--- src/btmx_pkg.sv ---
`timescale 1ns / 1ps
// ----------------------------------------------------------------------------
// btmx_pkg: shared types and constants of the maximum-XOR trie unit
// Transaction kinds, field widths, default sizes, controller states and the
// command and status bundles between controller and datapath.
// ----------------------------------------------------------------------------
package btmx_pkg;

  // Default sizes
  localparam int KEY_BITS_DEF  = 31;
  localparam int MAX_NODES_DEF = 65536;
  localparam int LOG_DEPTH_DEF = 8192;

  // Field widths on the stream ports
  localparam int KIND_W       = 3;
  localparam int KEY_W        = 31;
  localparam int IN_TDATA_W   = ((KEY_W + 7) / 8) * 8;
  localparam int OUT_TDATA_W  = ((KEY_W + 7) / 8) * 8;

  // Transaction kinds
  localparam logic [KIND_W-1:0] KIND_CLEAR    = 3'd0;
  localparam logic [KIND_W-1:0] KIND_INS_PERM = 3'd1;
  localparam logic [KIND_W-1:0] KIND_INS_TEMP = 3'd2;
  localparam logic [KIND_W-1:0] KIND_QUERY    = 3'd3;
  localparam logic [KIND_W-1:0] KIND_UNDO     = 3'd4;

  // Controller states
  typedef enum logic [3:0] {
    ST_IDLE,
    ST_DECODE,
    ST_WALK_INS,
    ST_WALK_QRY,
    ST_CHECK,
    ST_BUILD,
    ST_BUILD_LAST,
    ST_UNDO_LOG,
    ST_UNDO_NODE,
    ST_UNDO_WR,
    ST_RESP
  } state_t;

  // Controller to datapath commands
  typedef struct packed {
    logic accept;      // latch the incoming transaction
    logic start;       // set up walk registers for a new transaction
    logic clear;       // empty the trie
    logic walk_ins;    // one level of the insert path search
    logic walk_qry;    // one level of the query walk
    logic set_full;    // refuse the insert
    logic build;       // write one node of a new path
    logic build_last;  // write the leaf node of a new path
    logic undo_node;   // take the logged node address
    logic undo_wr;     // clear the logged link
    logic undo_done;   // drop temporaries
    logic out_load;    // move the result into the output register
  } cmd_t;

  // Datapath to controller status
  typedef struct packed {
    logic [KIND_W-1:0] kind;
    logic              link_zero;  // selected child link is empty
    logic              lvl_zero;   // walk is at the lowest level
    logic              chk_full;   // new path does not fit
    logic              log_end;    // undo log fully replayed
    logic              out_full;   // output register holds a result
  } sts_t;

endpackage

--- src/btmx_ctrl.sv ---
`timescale 1ns / 1ps
// ----------------------------------------------------------------------------
// btmx_ctrl: sequencer of the maximum-XOR trie unit
// Decodes each transaction and steps the datapath through walk, build, undo
// replay and result hand-off.
// ----------------------------------------------------------------------------
module btmx_ctrl (
  input  logic             clk,
  input  logic             rst_n,
  input  logic             in_tvalid,
  output logic             in_tready,
  input  logic             out_tready,
  input  btmx_pkg::sts_t   sts_i,
  output btmx_pkg::cmd_t   cmd_o
);

  btmx_pkg::state_t state_r;
  btmx_pkg::state_t state_nxt;
  logic             out_free;

  assign out_free = !sts_i.out_full || out_tready;

  // State register
  always_ff @(posedge clk) begin
    if (!rst_n) begin
      state_r <= btmx_pkg::ST_IDLE;
    end else begin
      state_r <= state_nxt;
    end
  end

  // Next state
  always_comb begin
    state_nxt = state_r;
    case (state_r)
      btmx_pkg::ST_IDLE: begin
        if (in_tvalid) state_nxt = btmx_pkg::ST_DECODE;
      end
      btmx_pkg::ST_DECODE: begin
        case (sts_i.kind)
          btmx_pkg::KIND_INS_PERM: state_nxt = btmx_pkg::ST_WALK_INS;
          btmx_pkg::KIND_INS_TEMP: state_nxt = btmx_pkg::ST_WALK_INS;
          btmx_pkg::KIND_QUERY:    state_nxt = btmx_pkg::ST_WALK_QRY;
          btmx_pkg::KIND_UNDO:     state_nxt = btmx_pkg::ST_UNDO_LOG;
          default:                 state_nxt = btmx_pkg::ST_RESP;
        endcase
      end
      btmx_pkg::ST_WALK_INS: begin
        if (sts_i.link_zero) begin
          state_nxt = btmx_pkg::ST_CHECK;
        end else if (sts_i.lvl_zero) begin
          state_nxt = btmx_pkg::ST_RESP;
        end
      end
      btmx_pkg::ST_WALK_QRY: begin
        if (sts_i.lvl_zero) state_nxt = btmx_pkg::ST_RESP;
      end
      btmx_pkg::ST_CHECK: begin
        state_nxt = sts_i.chk_full ? btmx_pkg::ST_RESP : btmx_pkg::ST_BUILD;
      end
      btmx_pkg::ST_BUILD: begin
        if (sts_i.lvl_zero) state_nxt = btmx_pkg::ST_BUILD_LAST;
      end
      btmx_pkg::ST_BUILD_LAST: state_nxt = btmx_pkg::ST_RESP;
      btmx_pkg::ST_UNDO_LOG: begin
        state_nxt = sts_i.log_end ? btmx_pkg::ST_RESP : btmx_pkg::ST_UNDO_NODE;
      end
      btmx_pkg::ST_UNDO_NODE: state_nxt = btmx_pkg::ST_UNDO_WR;
      btmx_pkg::ST_UNDO_WR:   state_nxt = btmx_pkg::ST_UNDO_LOG;
      btmx_pkg::ST_RESP: begin
        if (out_free) state_nxt = btmx_pkg::ST_IDLE;
      end
      default: state_nxt = btmx_pkg::ST_IDLE;
    endcase
  end

  // Outputs
  always_comb begin
    cmd_o     = '0;
    in_tready = 1'b0;
    case (state_r)
      btmx_pkg::ST_IDLE: begin
        in_tready    = 1'b1;
        cmd_o.accept = in_tvalid;
      end
      btmx_pkg::ST_DECODE: begin
        cmd_o.start = 1'b1;
        cmd_o.clear = (sts_i.kind == btmx_pkg::KIND_CLEAR);
      end
      btmx_pkg::ST_WALK_INS:   cmd_o.walk_ins   = 1'b1;
      btmx_pkg::ST_WALK_QRY:   cmd_o.walk_qry   = 1'b1;
      btmx_pkg::ST_CHECK:      cmd_o.set_full   = sts_i.chk_full;
      btmx_pkg::ST_BUILD:      cmd_o.build      = 1'b1;
      btmx_pkg::ST_BUILD_LAST: cmd_o.build_last = 1'b1;
      btmx_pkg::ST_UNDO_LOG:   cmd_o.undo_done  = sts_i.log_end;
      btmx_pkg::ST_UNDO_NODE:  cmd_o.undo_node  = 1'b1;
      btmx_pkg::ST_UNDO_WR:    cmd_o.undo_wr    = 1'b1;
      btmx_pkg::ST_RESP:       cmd_o.out_load   = out_free;
      default: begin
        cmd_o = '0;
      end
    endcase
  end

endmodule

--- config.mk ---
export PLATFORM = sky130hd
export DESIGN_NAME = btmx_ctrl
export DESIGN_NICKNAME = d
export VERILOG_FILES = /design/src/btmx_pkg.sv /design/src/btmx_ctrl.sv
export SDC_FILE = /design/constraint.sdc
export NUM_CORES = 1
export LEC_CHECK = 0
export BUFFER_PORTS_ARGS = -buffer_cell sky130_fd_sc_hd__buf_2
export CAP_MARGIN = 20
export CORE_AREA = 2 2 39 41
export CTS_BUF_LIST = sky130_fd_sc_hd__clkbuf_2 sky130_fd_sc_hd__clkbuf_4 sky130_fd_sc_hd__clkbuf_8
export DETAILED_ROUTE_END_ITERATION = 10
export DIE_AREA = 0 0 41 43
export RECOVER_POWER = 25
export SLEW_MARGIN = 10
export SYNTH_ARGS = -nofsm -noshare
export SYNTH_HDL_FRONTEND = slang
export SYNTH_SLANG_ARGS = --single-unit
--- constraint.sdc ---
create_clock -name clk -period 1.34 [get_ports clk]
set_input_delay 0 -clock clk [delete_from_list [all_inputs] [get_ports clk]]
set_output_delay 0 -clock clk [all_outputs]
set_load 0.01 [all_outputs]
## Yosys cells after proc, flatten, opt, wreduce, memory -nomap -nowiden

Cells that the tools add are included.

| storage, ports and cells | value |
|---|---|
| output and inout port bits | 13 |
| memories kept | 0 |
| bits in latches | 0 |
| register bits | 4 |
| memory bits (read-only) | 0 |
| bits in writable memories | 0 |

| operators by class | value |
|---|---|
| equal/unequal tests | 17 |
| multiply operators | 0 |
| shifts and indexed selects | 0 |
| reduce and logical (&&, ||, !) cells | 6 |
| divide/modulo/power cells | 0 |
| multiplexer cells | 21 |
| bitwise gates (word level) | 0 |
| $lt $le $gt $ge | 0 |
| $add $sub $neg | 0 |

Operators by type and width:

| kind | count |
|---|---|
| $pmux W4 S11 | 1 |
| $mux W4 | 6 |
| $eq A4 B3 Y1 const B | 4 |
| $eq A4 B4 Y1 const B | 3 |
| $pmux W4 S3 | 1 |
| $mux W1 | 11 |
| $eq A4 B2 Y1 const B | 2 |
| $eq A3 B2 Y1 const B | 2 |
| $ne A2 B2 Y1 const B | 3 |
| $eq A4 B1 Y1 const B | 1 |
| $logic_not A4 Y1 | 1 |
| $mux W2 | 2 |
| $eq A3 B1 Y1 const B | 1 |
| $eq A3 B3 Y1 const B | 1 |
| $logic_not A3 Y1 | 1 |
| $reduce_and A3 Y1 | 1 |
| $reduce_or A2 Y1 | 1 |
| $logic_not A1 Y1 | 1 |
| $logic_or A1 B1 Y1 | 1 |

## Logic depth before layout (Yosys ltp)

| logic depth | value |
|---|---|
| depth after elaboration | 4 |
| depth in mapped cells | 6 |

## Worst setup path after synthesis

No wires, ideal clock.

| timing path | value |
|---|---|
| kind | register -> output |
| start point | register state_r[1] |
| end point | output port cmd_o[9] in the netlist's numbering |
| setup slack | 0.059 ns |
| path buffers | 1 |
| cell stages (with the launch flop) | 5 |
| arrival time | 1.281 ns |
| path through | dfxtp_1 > buf_4 > nor4b_2 > inv_1 > nor4_1 |

RTL lines:

| what | RTL line | RTL |
|---|---|---|
| start: declaration | btmx_ctrl.sv:17 | `btmx_pkg::state_t state_r;` |
| start signal: assignment | btmx_ctrl.sv:26 | `state_r <= btmx_pkg::ST_IDLE;` |
| start signal: assignment | btmx_ctrl.sv:28 | `state_r <= state_nxt;` |
| end: declaration | btmx_ctrl.sv:14 | `output btmx_pkg::cmd_t cmd_o` |

==> results.json <==
{
  "hold_viol": 0,
  "dp.cells": 113,
  "synthesis.instances": 68,
  "largest_reg_flops": 4,
  "synth_top_family_by_area": "simple AND/OR/NAND/NOR gates",
  "clk_pin_slew_ns": 0.04,
  "drv_cap": 0,
  "cts_sinks": 4,
  "yosysTopAreaCellShare_pct": 17.20,
  "hpwl_um": 1049,
  "setup_slack_ns": 0.06454,
  "max_slew_margin_pct": 72.86,
  "crit_type": "flip-flop to output pin",
  "top_register": "state_r",
  "seq_area_um2": 85.08,
  "yosysWarnings": 0,
  "synth_edf_count": 0,
  "core-area_mm2": 0.001384,
  "startpoint_type": "flip-flop",
  "synth_most_common_cell": "nor2_1",
  "remaining_drc_errors": 0,
  "synth.mux.area_fraction_pct": 0,
  "grt_pass1_wl_um": 2132,
  "post_cts_hold_buffer_count": 0,
  "synth_seq_cells": 4,
  "routedWlPerCell_um": 11.26,
  "ant_nets": 0,
  "synthTopCellsByArea": "dfxtp_1 17%, nor3_1 7.5%, nor2_1 7.3%",
  "syn-num-nets": 80,
  "grtUsageTotal_pct": 17.07,
  "status": "finished, final reports clean",
  "ys_types": 31,
  "synth_area_leader_cell": "dfxtp_1",
  "num_rows": 14,
  "synth_adder_area_share_pct": 0,
  "place_area_um2": 646.9,
  "max_freq_mhz": 784.0,
  "synth_ff_type": "dfxtp_1",
  "p_leak_nw": 0.3268,
  "area_growth_pct": 51.88,
  "io_buffers": 24,
  "cts_inserted_buffers": 3,
  "async_flop_share_pct": 0,
  "worstPathCellList": "inv_1 -> buf_4 -> nor3_1 -> buf_2",
  "synth_xor_area_share_pct": 1.882,
  "fin_cells": 117,
  "ir_drop_mv": 0.9261,
  "powerDensity_mw_per_mm2": 1849,
  "first_iter_violations": 2,
  "min_period_over_period_pct": 95.18,
  "io_pins": 25,
  "synth_compound_area_share_pct": 27.69,
  "multiInputGateArea_um2": 355.3,
  "cts_tree": "done",
  "fin_hold_ws_ns": 0.01346,
  "drv_slew": 0,
  "fin_crit_ns": 1.275,
  "grt_max_degree": 12,
  "drive_above_1_share_pct": 46.53,
  "first_global_vias": 530,
  "final_area_um2": 706.9,
  "fp.dieH_um": 43,
  "critPathMaxFanout": 6,
  "n_fill_cell": 154,
  "synth_area_um2": 465.4,
  "gr-total-overflow": 0,
  "gp_congestion": 0.8565,
  "cts.root.buffer_cell": "clkbuf_4",
  "worst_pin_slew_ns": 0.4060,
  "ys_top_cells_by_count": "9 x nor2_1, 7 x nor3_1, 5 x inv_1, 5 x nand2_1, 5 x nand2b_1",
  "ctsLongestPathBuffers": 2,
  "n_antenna_cell": 0,
  "top_regs": "state_r x4",
  "setup_violations": 0,
  "skew_ns": 0.002936,
  "synthSimpleGateAreaFrac_pct": 41.94,
  "wl_um": 1317,
  "dieArea_mm2": 0.001763,
  "nNetsFinal": 115,
  "cp.arrival_ns": 1.28,
  "power_mw": 1.307,
  "clk_latency_ns": 0.23,
  "end_kind": "output pin",
  "via_per_inst": 5.077,
  "cp_data_required_time_ns": 1.34,
  "antenna_found_initial": 0,
  "max_stage_delay_ns": 0.37,
  "htree_num_levels": 1,
  "syn_area_per_cell_um2": 6.845,
  "initial_utilization_pct": 33.63,
  "rsz0062_at_grt": "true",
  "critPathSlowestCell": "dfxtp_2",
  "dp_worst_setup_slack_ns": 0.01423,
  "die_w_um": 41,
  "hp-class": "input port to flip-flop",
  "dr_total_vias": 594,
  "drt-pass1-iter-count": 4,
  "synth-seq-area-share_pct": 17.20
}
==> per-stage QoR <==
stage	TNS (ns)	util, %
after global routing	-0.01879	51.09
after detailed placement	0	46.75
after floorplan	0	-
after global placement	0	46.75
final	0	51.09
after CTS	0	49.10
==> cell type report <==
cell class | count | share of cell area [%]
multi-input cells | 54 | 50.27
repair buffers | 35 | 29.03
flip-flops and latches | 4 | 12.04
clock buffers | 3 | 3.186
well taps | 16 | 2.832
inverters | 5 | 2.655
==> cell families after synthesis <==
group | after synthesis
flops | 4
compound gates | 17
buf+inv | 10
xor+xnor | 1
simple gates | 36
==> report_power, final <==
part | internal [mW] | switching (mW)
registers | 0.175 | 0.0699
clock network | 0.0997 | 0.0422
logic | 0.461 | 0.459
total | 0.736 | 0.571
==> worst max-delay path, delay by kind of cell (launching register included) <==
kind          cells  cell delay (ns)
simple gates      1             0.24
buf+inv           3             0.43
flops             1             0.37
==> layer usage <==
metal / routed length, um / track usage, % / vias up / share of wire, %
li1: - / - / 315 / -
met1: 610 / 21.86 / 268 / 46
met2: 668 / 27.19 / 11 / 51
met3: 38 / 1.571 / 0 / 2.9
met4: 0 / 8.000 / 0 / 0
met5: 0 / 0 / - / 0
==> final timing paths <==
kind                                         startpoint                      end  slack, ns  cells after the start
worst max-delay path            state_r[0]$_SDFFE_PN0P_                 cmd_o[2]       0.06                      4
worst min-delay path                              rst_n  state_r[3]$_SDFFE_PN0P_       0.01                      2
worst max register to register  state_r[0]$_SDFFE_PN0P_  state_r[0]$_SDFFE_PN0P_       0.08                      4
worst min register to register  state_r[3]$_SDFFE_PN0P_  state_r[1]$_SDFFE_PN0P_       0.70                      3
==> layout by cell type (no fill, tap or decap), types with 2 or more instances in the layout <==
cell	instances
nand2_1	5
a31oi_1	2
a21oi_1	2
buf_4	10
nor2b_1	3
inv_1	4
clkbuf_4	3
nor3_1	6
nand2b_1	5
nor2_1	8
buf_2	23
dfxtp_2	4
o22ai_1	3
==> repair_timing <==
| action | CTS | global route |
|---|---|---|
| gates resized for setup | 2 | 8 |
| buffers inserted | 0 | 1 |
| setup endpoints to repair | 2 | 6 |
| gates cloned | 0 | 0 |
| pin swaps | 0 | 1 |
Power figures use the tool's default switching activity.
